==> src/hw/rtl/gf256_pkg.sv <==
// Shared types, codes and helpers for the GF(2^8) arithmetic unit.
`default_nettype none

package gf256_pkg;

    // x^8 + x^4 + x^3 + x + 1
    localparam logic [8:0] GF_POLY = 9'h11B;

    typedef enum logic [1:0] {
        CMD_ADD = 2'd0,
        CMD_MUL = 2'd1,
        CMD_INV = 2'd2,
        CMD_DIV = 2'd3
    } t_gf_cmd;

    typedef struct packed {
        logic [1:0] command;
        logic [7:0] operand_a;
        logic [7:0] operand_b;
    } t_gf_req;

    typedef struct packed {
        logic [7:0] result_byte;
        logic       divide_error;
    } t_gf_rsp;

    // Degree of a polynomial of up to nine terms; zero and one both give 0.
    function automatic logic [3:0] f_degree(input logic [8:0] x);
        logic [3:0] d;
        d = 4'd0;
        for (int i = 1; i < 9; i++) begin
            if (x[i]) begin
                d = 4'(i);
            end
        end
        return d;
    endfunction

    // Multiply by x modulo the field polynomial.
    function automatic logic [7:0] f_xtime(input logic [7:0] x);
        return {x[6:0], 1'b0} ^ (x[7] ? GF_POLY[7:0] : 8'h00);
    endfunction

endpackage

`default_nettype wire

==> src/hw/rtl/gf256_arithmetic_unit.sv <==
// Top level of the GF(2^8) arithmetic unit: add, multiply, inverse, quotient.
//
//  channel | direction | handshake                    | payload
//  --------+-----------+------------------------------+---------------------------
//  in      | to unit   | i_in_valid / o_in_stall      | i_in_req  (t_gf_req)
//  out     | from unit | o_out_valid / i_out_stall    | o_out_rsp (t_gf_rsp)
//
// One request is in work at a time; a request is taken in the idle cycle that
// follows the previous one, while the previous result may still wait in the
// output register. Add, divide by zero and inverse of zero need no work steps;
// multiply and quotient take one multiplier bit or one quotient bit per cycle;
// inverse takes one shift or add step of the binary Euclid loop per cycle.
// A stalled output only holds a finished request in the work registers until
// the output register frees. Reset is synchronous, active low, and clears the
// state machine and the output valid.
`default_nettype none

module gf256_arithmetic_unit (
    input  wire logic               i_clk,
    input  wire logic               i_rst_n,
    input  wire logic               i_in_valid,
    output logic                    o_in_stall,
    input  wire gf256_pkg::t_gf_req i_in_req,
    output logic                    o_out_valid,
    input  wire logic               i_out_stall,
    output gf256_pkg::t_gf_rsp      o_out_rsp
);
    import gf256_pkg::*;

    typedef enum logic {
        ST_IDLE,
        ST_RUN
    } t_state;

    // control
    t_state      r_state,     n_state;
    t_gf_cmd     r_cmd,       n_cmd;
    logic        r_ready,     n_ready;      // work done, result in registers
    logic [2:0]  r_cnt,       n_cnt;        // bit step for multiply / quotient
    logic        r_out_valid, n_out_valid;

    // datapath
    logic [7:0]  r_a,   n_a;     // multiplicand, or running remainder
    logic [7:0]  r_b,   n_b;     // multiplier shift register (MSB first)
    logic [7:0]  r_acc, n_acc;   // product accumulator, or quotient shift reg
    logic [14:0] r_den, n_den;   // divisor, shifted right one place per step
    logic [3:0]  r_db,  n_db;    // divisor degree
    logic [8:0]  r_u,   n_u;     // Euclid: a*g1 = u, a*g2 = v (mod poly)
    logic [8:0]  r_v,   n_v;
    logic [7:0]  r_g1,  n_g1;
    logic [7:0]  r_g2,  n_g2;
    logic        r_err, n_err;
    t_gf_rsp     r_out, n_out;

    logic        w_take;
    logic        w_out_free;
    logic        w_load;
    logic [2:0]  w_s;
    logic [3:0]  w_pos;
    logic        w_hit;
    logic [7:0]  w_result;

    assign o_in_stall  = (r_state != ST_IDLE);
    assign o_out_valid = r_out_valid;
    assign o_out_rsp   = r_out;

    assign w_take     = i_in_valid && (r_state == ST_IDLE);
    assign w_out_free = !r_out_valid || !i_out_stall;
    assign w_load     = (r_state == ST_RUN) && r_ready && w_out_free;

    // quotient step: s counts 7 down to 0, tested bit is deg(b) + s
    assign w_s   = ~r_cnt;
    assign w_pos = r_db + {1'b0, w_s};
    assign w_hit = (w_pos <= 4'd7) && r_a[w_pos[2:0]];

    always_comb begin
        case (r_cmd)
            CMD_ADD: w_result = r_a ^ r_b;
            CMD_MUL: w_result = r_acc;
            CMD_INV: w_result = (r_u == 9'd1) ? r_g1 : r_g2;
            CMD_DIV: w_result = r_acc;
            default: w_result = 8'h00;
        endcase
    end

    always_comb begin
        n_state     = r_state;
        n_cmd       = r_cmd;
        n_ready     = r_ready;
        n_cnt       = r_cnt;
        n_out_valid = r_out_valid;
        n_a         = r_a;
        n_b         = r_b;
        n_acc       = r_acc;
        n_den       = r_den;
        n_db        = r_db;
        n_u         = r_u;
        n_v         = r_v;
        n_g1        = r_g1;
        n_g2        = r_g2;
        n_err       = r_err;
        n_out       = r_out;

        if (r_out_valid && !i_out_stall) begin
            n_out_valid = 1'b0;
        end

        case (r_state)
            ST_IDLE: begin
                if (w_take) begin
                    n_state = ST_RUN;
                    n_cmd   = t_gf_cmd'(i_in_req.command);
                    n_a     = i_in_req.operand_a;
                    n_b     = i_in_req.operand_b;
                    n_acc   = 8'h00;
                    n_cnt   = 3'd0;
                    n_den   = {i_in_req.operand_b, 7'd0};
                    n_db    = f_degree({1'b0, i_in_req.operand_b});
                    n_u     = {1'b0, i_in_req.operand_a};
                    n_v     = GF_POLY;
                    n_g1    = 8'd1;
                    n_g2    = 8'd0;
                    n_err   = (n_cmd == CMD_DIV) && (i_in_req.operand_b == 8'h00);
                    // add, divide by zero and inverse of zero need no steps;
                    // inverse of zero falls out as g2 = 0 since u != 1
                    n_ready = (n_cmd == CMD_ADD) || n_err ||
                              ((n_cmd == CMD_INV) && (i_in_req.operand_a == 8'h00));
                end
            end
            ST_RUN: begin
                if (w_load) begin
                    n_state           = ST_IDLE;
                    n_out_valid       = 1'b1;
                    n_out.result_byte = w_result;
                    n_out.divide_error = r_err;
                end else if (!r_ready) begin
                    case (r_cmd)
                        CMD_MUL: begin
                            // Horner, multiplier MSB first
                            n_acc = f_xtime(r_acc) ^ (r_b[7] ? r_a : 8'h00);
                            n_b   = {r_b[6:0], 1'b0};
                            n_cnt = r_cnt + 3'd1;
                            if (r_cnt == 3'd7) begin
                                n_ready = 1'b1;
                            end
                        end
                        CMD_DIV: begin
                            if (w_hit) begin
                                n_a = r_a ^ r_den[7:0];
                            end
                            n_acc = {r_acc[6:0], w_hit};
                            n_den = {1'b0, r_den[14:1]};
                            n_cnt = r_cnt + 3'd1;
                            if (r_cnt == 3'd7) begin
                                n_ready = 1'b1;
                            end
                        end
                        CMD_INV: begin
                            if ((r_u == 9'd1) || (r_v == 9'd1)) begin
                                n_ready = 1'b1;
                            end else if (!r_u[0]) begin
                                n_u  = {1'b0, r_u[8:1]};
                                n_g1 = r_g1[0] ? 8'(({1'b0, r_g1} ^ GF_POLY) >> 1)
                                               : {1'b0, r_g1[7:1]};
                            end else if (!r_v[0]) begin
                                n_v  = {1'b0, r_v[8:1]};
                                n_g2 = r_g2[0] ? 8'(({1'b0, r_g2} ^ GF_POLY) >> 1)
                                               : {1'b0, r_g2[7:1]};
                            end else if (f_degree(r_u) > f_degree(r_v)) begin
                                n_u  = r_u ^ r_v;
                                n_g1 = r_g1 ^ r_g2;
                            end else begin
                                n_v  = r_v ^ r_u;
                                n_g2 = r_g2 ^ r_g1;
                            end
                        end
                        default: begin
                            n_ready = 1'b1;
                        end
                    endcase
                end
            end
            default: begin
                n_state = ST_IDLE;
            end
        endcase
    end

    always_ff @(posedge i_clk) begin
        if (!i_rst_n) begin
            r_state     <= ST_IDLE;
            r_cmd       <= CMD_ADD;
            r_ready     <= 1'b0;
            r_cnt       <= 3'd0;
            r_out_valid <= 1'b0;
        end else begin
            r_state     <= n_state;
            r_cmd       <= n_cmd;
            r_ready     <= n_ready;
            r_cnt       <= n_cnt;
            r_out_valid <= n_out_valid;
        end
    end

    always_ff @(posedge i_clk) begin
        r_a   <= n_a;
        r_b   <= n_b;
        r_acc <= n_acc;
        r_den <= n_den;
        r_db  <= n_db;
        r_u   <= n_u;
        r_v   <= n_v;
        r_g1  <= n_g1;
        r_g2  <= n_g2;
        r_err <= n_err;
        r_out <= n_out;
    end

    // a taken request always blocks the input in the next cycle
    a_busy_after_take: assert property (@(posedge i_clk) disable iff (!i_rst_n)
        (i_in_valid && !o_in_stall) |=> o_in_stall)
        else $error("input not stalled after taking a request");

    // a divide error always comes with a zero quotient
    a_err_zero: assert property (@(posedge i_clk) disable iff (!i_rst_n)
        (o_out_valid && o_out_rsp.divide_error) |-> (o_out_rsp.result_byte == 8'h00))
        else $error("divide error with nonzero result");

    // Euclid operands stay nonzero while the inverse loop runs
    a_inv_nonzero: assert property (@(posedge i_clk) disable iff (!i_rst_n)
        ((r_state == ST_RUN) && (r_cmd == CMD_INV) && !r_ready)
            |-> ((r_u != 9'd0) && (r_v != 9'd0)))
        else $error("inverse loop operand reached zero");

    // the output register is only loaded when its previous result is gone
    a_no_overwrite: assert property (@(posedge i_clk) disable iff (!i_rst_n)
        (o_out_valid && i_out_stall) |=> $stable(o_out_rsp))
        else $error("pending result overwritten");

endmodule

`default_nettype wire
==> config.mk <==
export PLATFORM = sky130hd
export DESIGN_NAME = gf256_arithmetic_unit
export DESIGN_NICKNAME = d
export VERILOG_FILES = /design/src/hw/rtl/gf256_pkg.sv /design/src/hw/rtl/gf256_arithmetic_unit.sv
export SDC_FILE = /design/constraint.sdc
export NUM_CORES = 1
export LEC_CHECK = 0
export ABC_AREA = 1
export BUFFER_PORTS_ARGS = -buffer_cell sky130_fd_sc_hd__buf_2
export CAP_MARGIN = 10
export CORE_AREA = 5 5 104 106
export DETAILED_ROUTE_END_ITERATION = 10
export DIE_AREA = 0 0 109 111
export GPL_TIMING_DRIVEN = 0
export PLACE_DENSITY = 0.84
export SYNTH_ARGS = -nofsm -noshare
export SYNTH_HDL_FRONTEND = slang
export SYNTH_SLANG_ARGS = --single-unit
==> constraint.sdc <==
create_clock -name i_clk -period 2.8 [get_ports i_clk]
set_clock_uncertainty 0.15 [all_clocks]
set_input_delay 0.28 -clock i_clk [delete_from_list [all_inputs] [get_ports i_clk]]
set_output_delay 0.28 -clock i_clk [all_outputs]
set_load 0.02 [all_outputs]
==> metrics.md, run 1 <==
| Metric | Value |
|---|---|
| Core ar. | 9680 µm² |
| Final period util | a little over nine tenths |
| Cts hold-fix bufs | 0 |
| Synthesized area | around 5200 µm² |
| Setup tns final | 0 ns |
| Mapped Nets | 610 |
| Synth Register Bits | 94 |
| Initial antenna violation count | 0 |
| Share of cells above drive strength 1 | 17.0% |
| Clk slew on worst S/H paths | 0.10 ns |
| Wire per inst | between 15 and 20 µm |
| Max_cap viols | 0 |
| Synth area leaders | edfxtp_1, nand2_1, a21oi_1 |
| Crit-path max FO | 8 |
| Die width | ~110 µm |
| Pleak | about 2.5 nW |
| GRT Overall Usage | 21.1% |
| Most frequent cell after synthesis | nand2_1 |
| CP Data Required Time | around 2.7 ns |
| Worst-Margin Slew | roughly 0.9 ns |
| Post-DP HPWL | 9160 µm |
| CP Cell Sequence | inv_1 -> ha_1 -> inv_1 -> fa_1 -> inv_1 -> nand3_1 -> nand2_1 -> nand2_1 -> nand3_1 -> a21oi_2 |
| Worst Path Buf+Inv | 3 |
| RSZ-0062 raised after global routing | no |
| Maximum vdd drop | 265 µV |
| Main combinational cell family by area after synthesis | simple AND/OR/NAND/NOR gates |
| Die H | approximately 110 µm |
| Initial Util | 53.7% |
| Synth Area in Adders | 2.79% |
| Tmin final | around 2.6 ns |
| Slew Limit Fails | 0 |
| Routed Wire Length | roughly 12,000 µm |
| Drt pass-1 iters | 5 |
| Ant diodes | 0 |
| Clk Tree Root Cell | clkbuf_8 |
| Crit-path most repeated cell | inv_1 |
| Mapped Cells | just under 600 |
| FP Rows | 36 |
| Ys async rst share | 0% |
| Layout net count | ~660 |
| Synth Warn # | 0 |
| Synth Area in Compound Gates | 13.5% |
| Number of synthesized flops with an enable pin | 86 |
| Most used DFF post-synth | edfxtp_1 |
| Largest net degree at the start of global routing | 18 |
| Initial DRC Count | between 400 and 500 |
| Vias in the first global route | 4,307 |
| Portion of netlist area occupied by mux cells | 0% |
| Post-synthesis xor/xnor area fraction | slightly below 5% |
| CTS tree | built |
| Largest stage delay, worst path | 0.56 ns |
| Worst setup SP type | flop |
| Final Setup Violations | 0 |
| CP max-delay cell | fa_1 |
| Total congestion overflow | 0 |
| CP delay by family, top | adder cells |
| Seq/Total Area, Yosys | between 50% and 60% |
| RD Place Congestion | 0.969 |
| Pwr Total | 3.85 mW |
| P&R area growth vs syn | 11.8% |
| Crit Path Class | reg -> reg |
| Power Density | ~660 nW/µm² |
| PortBufs | 32 |
| DR vias/cell | between 5 and 6 |
| Hold Path Class | in -> reg |
| Commonest cells post-synth | nand2_1, edfxtp_1, inv_1 |
| Fmax | 0.378 GHz |
| Hold Vio Cnt, Final | 0 |
| Status | finished clean |
| Synth top area share | about 50% |
| Slew Limit Headroom | about 40% |
| CP endpoint kind | flop |
| Clk_lat worst skew | ~0.38 ns |
| Largest area contributor in the netlist | edfxtp_1 |
| CTS buffer count | 9 |
| Post-synthesis simple-gate area fraction | around a fifth |
| Post-synth cell types | 35 |
| First-pass GRT wire length | between 20,000 and 25,000 µm |
| Clk sinks | between 90 and 100 |
| DRC viols | 0 |
| Vias | between 4,000 and 5,000 |
| Avg Cell Area, Syn | ~9 µm² |
| Worst EP arrival | about 2.5 ns |
| Die area | roughly 12,000 µm² |
| I/O pin count | 33 |
| CTS H-tree depth | 3 |
| ANT nets after route | 0 |
| Longest Clk Path Bufs | 2 |
[routing by layer]
| layer | wire, µm | share of wire (%) | up-vias | track usage, % |
|---|---|---|---|---|
| met5 | 0 | 0 | - | 0 |
| met2 | 5880 | 48 | 225 | 33.4 |
| met3 | 952 | 7.8 | 40 | 5.18 |
| met4 | 437 | 3.6 | 0 | 10.1 |
| met1 | 4980 | 41 | 2028 | 26.8 |
| li1 | - | - | 2026 | - |
[area by class of cell]
| cell class | count | area (µm²) |
|---|---|---|
| inverters | 74 | 278 |
| clock buffers | 9 | 124 |
| plain buffers | 19 | 105 |
| clock inverters | 7 | 105 |
| multi-input cells | 390 | 2100 |
| fillers | 787 | 3870 |
| flip-flops and latches | 94 | 2740 |
| well taps | 133 | 166 |
| repair buffers | 35 | 195 |
[where the power goes]
| part | switching, mW | internal [mW] |
|---|---|---|
| combinational | 0.582 | 0.304 |
| clock | 0.529 | 0.515 |
| sequential | 0.144 | 1.77 |
| total | 1.26 | 2.59 |
[through the flow]
step / utilization [%] / hold slack, ns / instances / instance area [µm²] / setup slack [ns]
floorplan: - / 0.250 / 577 / 5200 / 0.0258
detailed placement: 57.1 / 0.256 / 742 / 5530 / -0.573
CTS: 59.7 / 0.000103 / 758 / 5780 / 0.0324
global route: 60.1 / 0.0133 / 761 / 5820 / 0.00924
finish: 60.1 / 0.0193 / 761 / 5820 / 0.157
global placement: 57.1 / 0.254 / 742 / 5530 / -0.455
[placed cells by master (no fill, tap or decap), types with 2 or more instances in the layout]
cell / count
nand3_1: 37
nor2_4: 5
clkbuf_1: 4
dfxtp_1: 8
a22o_1: 4
clkbuf_8: 9
bufinv_16: 2
edfxtp_1: 86
ha_1: 10
xnor2_1: 12
o21ai_1: 6
inv_2: 14
buf_2: 44
o21ai_0: 40
o211ai_1: 2
nand2_1: 147
clkinv_4: 2
or2_2: 2
a21oi_2: 2
buf_6: 2
inv_1: 60
nand2_2: 7
buf_4: 3
o211ai_2: 8
xor2_1: 17
nor2_1: 30
a21oi_1: 48
a32o_1: 2
[sequential cells by signal, summed over array words and instances (netlist names)]
signal       cells
r_den           15
o_out_rsp        9
r_u              9
r_v              9
r_a              8
r_acc            8
r_b              8
r_g1             8
r_g2             8
r_cnt            3
r_db             3
r_cmd            2
o_in_stall       1
o_out_valid      1
r_err            1
r_ready          1
[repair_timing]
action | CTS | global route
buffers inserted | 0 | 3
pin swaps | 0 | 2
resized for setup | 5 | 1
endpoints found under the hold margin | 0 | 0
endpoints found under the setup margin | 40 | 32
[final timing paths]
| path | startpoint | endpoint | slack, ns | cells after the start |
|---|---|---|---|---|
| worst max-delay path | r_cnt[0]$_SDFFE_PN0P_ | r_a[0]$_DFFE_PP_ | 0.16 | 10 |
| worst max register to register | r_cnt[0]$_SDFFE_PN0P_ | r_a[0]$_DFFE_PP_ | 0.16 | 10 |
| worst min-delay path | i_rst_n | r_ready$_SDFFE_PN0P_ | 0.02 | 3 |
| worst min register to register | r_err$_DFFE_PP_ | o_out_rsp[0]$_DFFE_PP_ | 0.28 | 0 |
[worst reg2reg max path: cells and delay by family, from the launching register on]
family / cells / cell delay [ns]
compound gates: 1 / 0.46
buf+inv: 3 / 0.23
fa+ha+maj: 2 / 0.73
flops: 1 / 0.35
simple gates: 4 / 0.35
[cells by family (layout without fill, tap and decap cells)]
family / after synthesis / after routing
AOI/OAI and AO/OA: 118 / 118
xor gates and xnor gates: 29 / 29
adders and majority gates: 11 / 11
buffers and inverters: 93 / 144
DFF: 94 / 94
and+or+nand+nor: 232 / 232
Power figures use the tool's default switching activity.
==> inputs of run 2 (changes only) <==
--- a/config.mk
+++ b/config.mk
@@ -8,11 +8,11 @@
 export ABC_AREA = 1
 export BUFFER_PORTS_ARGS = -buffer_cell sky130_fd_sc_hd__buf_2
 export CAP_MARGIN = 10
-export CORE_AREA = 5 5 104 106
+export CORE_AREA = 5 5 151 153
 export DETAILED_ROUTE_END_ITERATION = 10
-export DIE_AREA = 0 0 109 111
+export DIE_AREA = 0 0 156 158
 export GPL_TIMING_DRIVEN = 0
-export PLACE_DENSITY = 0.84
+export PLACE_DENSITY = 0.49
 export SYNTH_ARGS = -nofsm -noshare
 export SYNTH_HDL_FRONTEND = slang
 export SYNTH_SLANG_ARGS = --single-unit
==> run 2 against run 1 <==
  * Largest power group unchanged
  * Sequential share of layout area shrank 2.2 points
  * Sequential cell count stayed put
  * Die area increased by 100%
  * Total power increased by 4.7%
  * Sequential power is essentially flat
  * Critical path depth grew 2
  * Wire length is 9.1% higher
  * Worst setup slack improved by 0.038 ns
==> metrics.md, run 2 (synthesis results as in run 1) <==
| Metric | Value |
|---|---|
| DR vias/cell | 4.36 (-23%) |
| FP Rows | 54 (+50%) |
| Switching part of the total power | 31.0% (-1.7 points) |
| CP endpoint kind | flop |
| First-pass GRT wire length | 21,200 µm (+5.6%) |
| DRC viols | 0 (unchanged) |
| Fmax | 0.384 GHz (+1.4%) |
| Commonest non-fill, non-tap cells in the layout | nand2_1, edfxtp_1, inv_1 |
| Cts hold-fix bufs | 0 (unchanged) |
| CTS buffer count | 9 (unchanged) |
| Hold_sp | i_rst_n |
| Routed Wire Length | 13,400 µm (+9.1%) |
| PortBufs | 32 (unchanged) |
| Sw Pwr | 1.25 mW (-0.61%) |
| RSZ-0062 raised after global routing | no |
| Worst R2R Start | r_u[2]$_DFFE_PP_ |
| Final Setup Violations | 0 (unchanged) |
| RD Place Congestion | 0.816 (-16%) |
| P&R area growth vs syn | 17.2% |
| Largest net degree at the start of global routing | 16 (-2) |
| CTS H-tree depth | 3 (unchanged) |
| Setup WS post-layout | 0.195 ns (+0.0377 ns) |
| Clk slew on worst S/H paths | 0.07 ns (-0.03 ns) |
| CP max-delay cell | edfxtp_1 |
| Ant diodes | 0 (unchanged) |
| Setup Slack @ Placement | -0.379 ns (+0.194 ns) |
| Die area | 24,600 µm² (+100%) |
| Drt pass-1 iters | 5 (unchanged) |
| Crit-path max FO | 10 (+2) |
| I/O pin count | 33 (unchanged) |
| Post-DP HPWL | 10,100 µm (+9.9%) |
| Max_cap viols | 0 (unchanged) |
| Core ar. | 21,400 µm² (+120%) |
| Maximum vdd drop | 318 µV (+20%) |
| Post-Layout Cell Count | 910 (+20%) |
| Initial antenna violation count | 0 (unchanged) |
| Worst-Margin Slew | 0.763 ns (-0.139 ns) |
| Logic gate share of total power | 22.5% (-0.5 points) |
| Status | finished clean |
| CP Data Required Time | 2.76 ns (+0.09 ns) |
| Die width | 156 µm (+43%) |
| DP Cell Count | 891 (+20%) |
| Total congestion overflow | 0 (unchanged) |
| Clk Tree Root Cell | clkbuf_16 |
| Pwr Total | 4.03 mW (+4.7%) |
| Initial Util | 24.3% (-29 points) |
| Initial DRC Count | 288 (-31%) |
| Final Core Density | 28.5% (-32 points) |
| Die H | 158 µm (+42%) |
| Max reg flops | 15 (unchanged) |
| Internal power | 2.78 mW (+7.3%) |
| Vias | 3,965 (-8.2%) |
| Slew Limit Headroom | 49.1% (+9.3 points) |
| Slew Limit Fails | 0 (unchanged) |
| Clk sinks | 94 (unchanged) |
| Crit Path Class | reg -> reg |
| Hold Vio Cnt, Final | 0 (unchanged) |
| Vias in the first global route | 3,923 (-8.9%) |
| Largest stage delay, worst path | 0.43 ns (-0.13 ns) |
| CTS tree | built |
| Clk_lat worst skew | 0.35 ns (-0.03 ns) |
| Share of cells above drive strength 1 | 16.7% (-0.37 points) |
| Pleak | 2.59 nW (+1.6%) |
| Worst EP arrival | 2.57 ns (+0.05 ns) |
| Final period util | 93.1% (-1.3 points) |
| Hold Path Class | in -> reg |
| R2r setup slk | 0.19 ns (+0.04 ns) |
| ANT nets after route | 0 (unchanged) |
| Layout net count | 658 (+0.30%) |
| Largest Register | r_den |
| Longest Clk Path Bufs | 2 (unchanged) |
| Power Density | 661 nW/µm² (about the same) |
| GRT Overall Usage | 11.3% (-9.8 points) |
| Setup tns final | 0 ns (unchanged) |
| Tmin final | 2.61 ns (-0.0377 ns) |
| CP Cell Sequence | o21ai_1 -> a21oi_1 -> o21ai_0 -> nand2_1 -> ha_1 -> o21bai_1 -> nand2_1 -> nand2_2 -> nand2_2 -> o21ai_1 -> nor2_4 -> buf_12 |
| Critical Path Start | r_u[2]$_DFFE_PP_ |
| Leading cell type in the layout, fill and taps excluded | nand2_1 |
| Layout fillers | 2,278 (+190%) |
| Flop pwr share | 47.4% (-2.4 points) |
| Wire per inst | 14.7 µm (-8.7%) |
| Clock share of power | 30.1% (+3.0 points) |
| Worst setup SP type | flop |
-- run 2: final timing paths --
kind,end,depth (start not counted)
setup / recovery,r_g2[5]$_SDFFCE_PN0P_,12
hold / removal,r_ready$_SDFFE_PN0P_,3
setup reg to reg,r_g2[5]$_SDFFCE_PN0P_,12
hold reg to reg,o_out_rsp[0]$_DFFE_PP_,0
-- run 2: power by group through the flow --
| stage | registers [mW] | logic [mW] | clock network (mW) |
|---|---|---|---|
| after floorplan | 1.91 | 0.611 | 0 |
| after global placement | 1.95 | 0.855 | 0 |
| after detailed placement | 1.94 | 0.876 | 0 |
| after CTS | 1.91 | 0.911 | 1.25 |
| after global routing | 1.93 | 1.02 | 1.30 |
| final | 1.91 | 0.906 | 1.21 |
-- run 2: per-layer routing --
layer,vias up,wire length (µm),global-route usage [%],share of wire [%]
li1,2039,-,-,-
met1,1835,6790,15.5,51
met2,71,5770,17.3,43
met3,20,413,1.72,3.1
met4,0,388,5.63,2.9
met5,-,0,0,0
-- run 2: final cells by class --
class	count	area [µm²]	share of cell area, %
clock inverters	5	50.0	0.821
plain buffers	19	105	1.72
flip-flops and latches	94	2740	45.0
inverters	74	278	4.56
clock buffers	11	233	3.82
repair buffers	37	238	3.90
well taps	280	350	5.75
multi-input cells	390	2100	34.5
-- run 2: critical path: cells and delay by family (launching register included) --
| kind | cells | cell delay (ns) |
|---|---|---|
| compound gates | 5 | 0.93 |
| flops | 1 | 0.43 |
| buf+inv | 1 | 0.15 |
| simple gates | 5 | 0.52 |
| fa+ha+maj | 1 | 0.20 |
-- run 2: through the flow --
| stage | hold slack, ns | cell area (µm²) |
|---|---|---|
| global route | 0.0656 | 6100 |
| CTS | 0.0465 | 6090 |
| floorplan | 0.250 | 5200 |
| finish | 0.0519 | 6100 |
| global placement | 0.255 | 5710 |
| detailed placement | 0.259 | 5750 |
-- run 2: repair_timing --
item	4_1_cts	5_1_grt
gates resized for setup	2	3
buffers inserted	2	1
pin swaps	1	1
setup endpoints to repair	28	36
gates cloned	0	0
==> inputs of run 3 (changes only) <==
--- a/config.mk
+++ b/config.mk
@@ -8,11 +8,12 @@
 export ABC_AREA = 1
 export BUFFER_PORTS_ARGS = -buffer_cell sky130_fd_sc_hd__buf_2
 export CAP_MARGIN = 10
-export CORE_AREA = 5 5 151 153
+export CORE_AREA = 5 5 193 120
 export DETAILED_ROUTE_END_ITERATION = 10
-export DIE_AREA = 0 0 156 158
+export DIE_AREA = 0 0 198 125
 export GPL_TIMING_DRIVEN = 0
-export PLACE_DENSITY = 0.49
+export PLACE_DENSITY = 0.5
+export SLEW_MARGIN = 20
 export SYNTH_ARGS = -nofsm -noshare
 export SYNTH_HDL_FRONTEND = slang
 export SYNTH_SLANG_ARGS = --single-unit
==> run 3 against run 2 <==
  * Wire length increased by 7.2%
  * Worst hold slack gained 0.0024 ns
  * Critical path depth is the same
  * Core utilization increased by 0.093 points
  * Combinational power up 2.6%
  * Register-to-register slack about the same
  * Sequential share of layout area shrank 0.19 points
  * Total power is 3.1% higher
  * Sequential cell count unchanged
  * Sequential power is essentially flat
==> metrics.md, run 3 (synthesis results as in run 1) <==
| Metric | Value |
|---|---|
| CP max-delay cell | edfxtp_1 |
| Power Density | 679 nW/µm² (+2.7%) |
| I/O pin count | 33 (unchanged) |
| PortBufs | 32 (unchanged) |
| Max reg flops | 15 (unchanged) |
| Largest Register | r_den |
| Clk slew on worst S/H paths | 0.07 ns (about the same) |
| CP Cell Sequence | o21ai_0 -> a21oi_1 -> o21ai_0 -> nand2_1 -> ha_1 -> o21bai_1 -> nand2_1 -> nand2_2 -> nand2_2 -> o21ai_1 -> nor2_4 -> buf_6 |
| Maximum vdd drop | 306 µV (-3.7%) |
| Vias | 4,108 (+3.6%) |
| R2r setup slk | 0.21 ns (about the same) |
| Core ar. | 21,400 µm² (+0.11%) |
| Initial DRC Count | 328 (+14%) |
| GRT Overall Usage | 11.7% (+0.38 points) |
| Tmin final | 2.59 ns (-0.0125 ns) |
| CTS H-tree depth | 3 (unchanged) |
| Crit-path max FO | 10 (unchanged) |
| Die width | 198 µm (+27%) |
| Cts hold-fix bufs | 0 (unchanged) |
| Worst EP arrival | 2.56 ns (about the same) |
| CTS tree | built |
| Final Setup Violations | 0 (unchanged) |
| Hold Path Class | in -> reg |
| RSZ-0062 raised after global routing | no |
| Final period util | 92.6% (-0.45 points) |
| Die area | 24,800 µm² (+0.41%) |
| Initial Util | 24.3% (-0.026 points) |
| Layout net count | 658 (unchanged) |
| Placed cell areas | 5760 µm² (+0.20%) |
| First-pass GRT wire length | 22,200 µm (+4.8%) |
| Worst-Margin Slew | 0.937 ns (+0.174 ns) |
| Worst Path Buf+Inv | 1 (unchanged) |
| Max_cap viols | 0 (unchanged) |
| Die H | 125 µm (-21%) |
| Wire per inst | 15.6 µm (+6.5%) |
| ANT nets after route | 0 (unchanged) |
| Routed Wire Length | 14,300 µm (+7.2%) |
| Slew Limit Headroom | 37.6% (-12 points) |
| Drt pass-1 iters | 5 (unchanged) |
| Commonest non-fill, non-tap cells in the layout | nand2_1, edfxtp_1, inv_1 |
| FP Rows | 42 (-22%) |
| Slew Limit Fails | 0 (unchanged) |
| CTS buffer count | 9 (unchanged) |
| Post-DP HPWL | 11,300 µm (+12%) |
| Fmax | 0.386 GHz (+0.48%) |
| Crit Path Class | reg -> reg |
| Status | finished clean |
| Largest net degree at the start of global routing | 18 (+2) |
| Worst setup SP type | flop |
| Pleak | 2.60 nW (+0.26%) |
| Final Cell Area | 6120 µm² (+0.43%) |
| Ant diodes | 0 (unchanged) |
| CP endpoint kind | flop |
| Longest Clk Path Bufs | 2 (unchanged) |
| CP Data Required Time | 2.77 ns (about the same) |
| Total congestion overflow | 0 (unchanged) |
| Leading cell type in the layout, fill and taps excluded | nand2_1 |
| Hold Vio Cnt, Final | 0 (unchanged) |
| Share of cells above drive strength 1 | 17.3% (+0.63 points) |
| Largest stage delay, worst path | 0.44 ns (about the same) |
| Initial antenna violation count | 0 (unchanged) |
| CP delay by family, top | compound AO/OA/AOI/OAI gates |
| DRC viols | 0 (unchanged) |
| Final Core Density | 28.6% (+0.093 points) |
| Clk Tree Root Cell | clkbuf_16 |
| Clk_lat worst skew | 0.36 ns (about the same) |
| Vias in the first global route | 3,778 (-3.7%) |
| P&R area growth vs syn | 17.7% |
| DR vias/cell | 4.48 (+2.9%) |
| Clk sinks | 94 (unchanged) |
| RD Place Congestion | 0.865 (+5.9%) |
[run 3: cell types whose count changed in the layout (fill, tap and decap cells not counted)]
cell and delta:
buf_6 +3, buf_8 -2, clkbuf_1 -2, clkinv_1 -2, clkinv_4 +2, inv_6 +2, buf_4 -1, clkinv_2 -1
clkinvlp_4 +1, o21ai_0 +1, o21ai_1 -1
[run 3: tightest hold or removal path, cell delays in order]
cell and delay, ns:
buf_2 0.09, inv_1 0.05, a21oi_1 0.10
[run 3: area by class of cell]
type / instances / area [µm²]
clock inverters: 7 / 80.1
flip-flops and latches: 94 / 2740
repair buffers: 37 / 234
well taps: 286 / 358
clock buffers: 9 / 225
multi-input cells: 390 / 2100
plain buffers: 19 / 105
fillers: 2336 / 15300
inverters: 74 / 278
[run 3: report_power, final]
group / switching (mW) / leakage [nW] / internal (mW)
sequential: 0.155 / 0.898 / 1.78
combinational: 0.611 / 1.55 / 0.319
clock: 0.595 / 0.143 / 0.703
total: 1.36 / 2.60 / 2.80
[run 3: metal layers]
| layer | track usage, % | up-vias | wire length (µm) |
|---|---|---|---|
| met3 | 3.25 | 12 | 979 |
| met5 | 0 | - | 0 |
| met1 | 20.9 | 1948 | 8380 |
| li1 | - | 2038 | - |
| met2 | 13.0 | 110 | 4870 |
| met4 | 1.94 | 0 | 100 |
[run 3: path summary, 6_finish.rpt]
path / from / to / depth (start not counted)
setup / recovery: r_u[2]$_DFFE_PP_ / r_g2[6]$_SDFFCE_PN0P_ / 12
hold / removal: i_in_req[16] / r_cmd[0]$_SDFFE_PN0P_ / 3
setup reg to reg: r_u[2]$_DFFE_PP_ / r_g2[6]$_SDFFCE_PN0P_ / 12
hold reg to reg: r_err$_DFFE_PP_ / o_out_rsp[0]$_DFFE_PP_ / 0
[run 3: repair_timing]
item | 4_1_cts | 5_1_grt
gates cloned | 0 | 0
buffers inserted | 1 | 1
pin swaps | 1 | 1
setup endpoints to repair | 32 | 24
gates resized for setup | 3 | 1
[run 3: per-stage QoR]
step | setup TNS [ns] | hold WS, ns | worst slack [ns] | power, mW | instances
6_report | 0 | 0.0543 | 0.207 | 4.16 | 916
5_1_grt | 0 | 0.0566 | 0.0343 | 4.37 | 916
4_1_cts | 0 | 0.0467 | 0.0521 | 4.18 | 915
3_5_place_dp | -2.23 | 0.277 | -0.153 | 2.85 | 898
3_3_place_gp | -23.07 | 0.278 | -0.733 | 2.83 | 895
2_1_floorplan | 0 | 0.250 | 0.0258 | 2.52 | 577
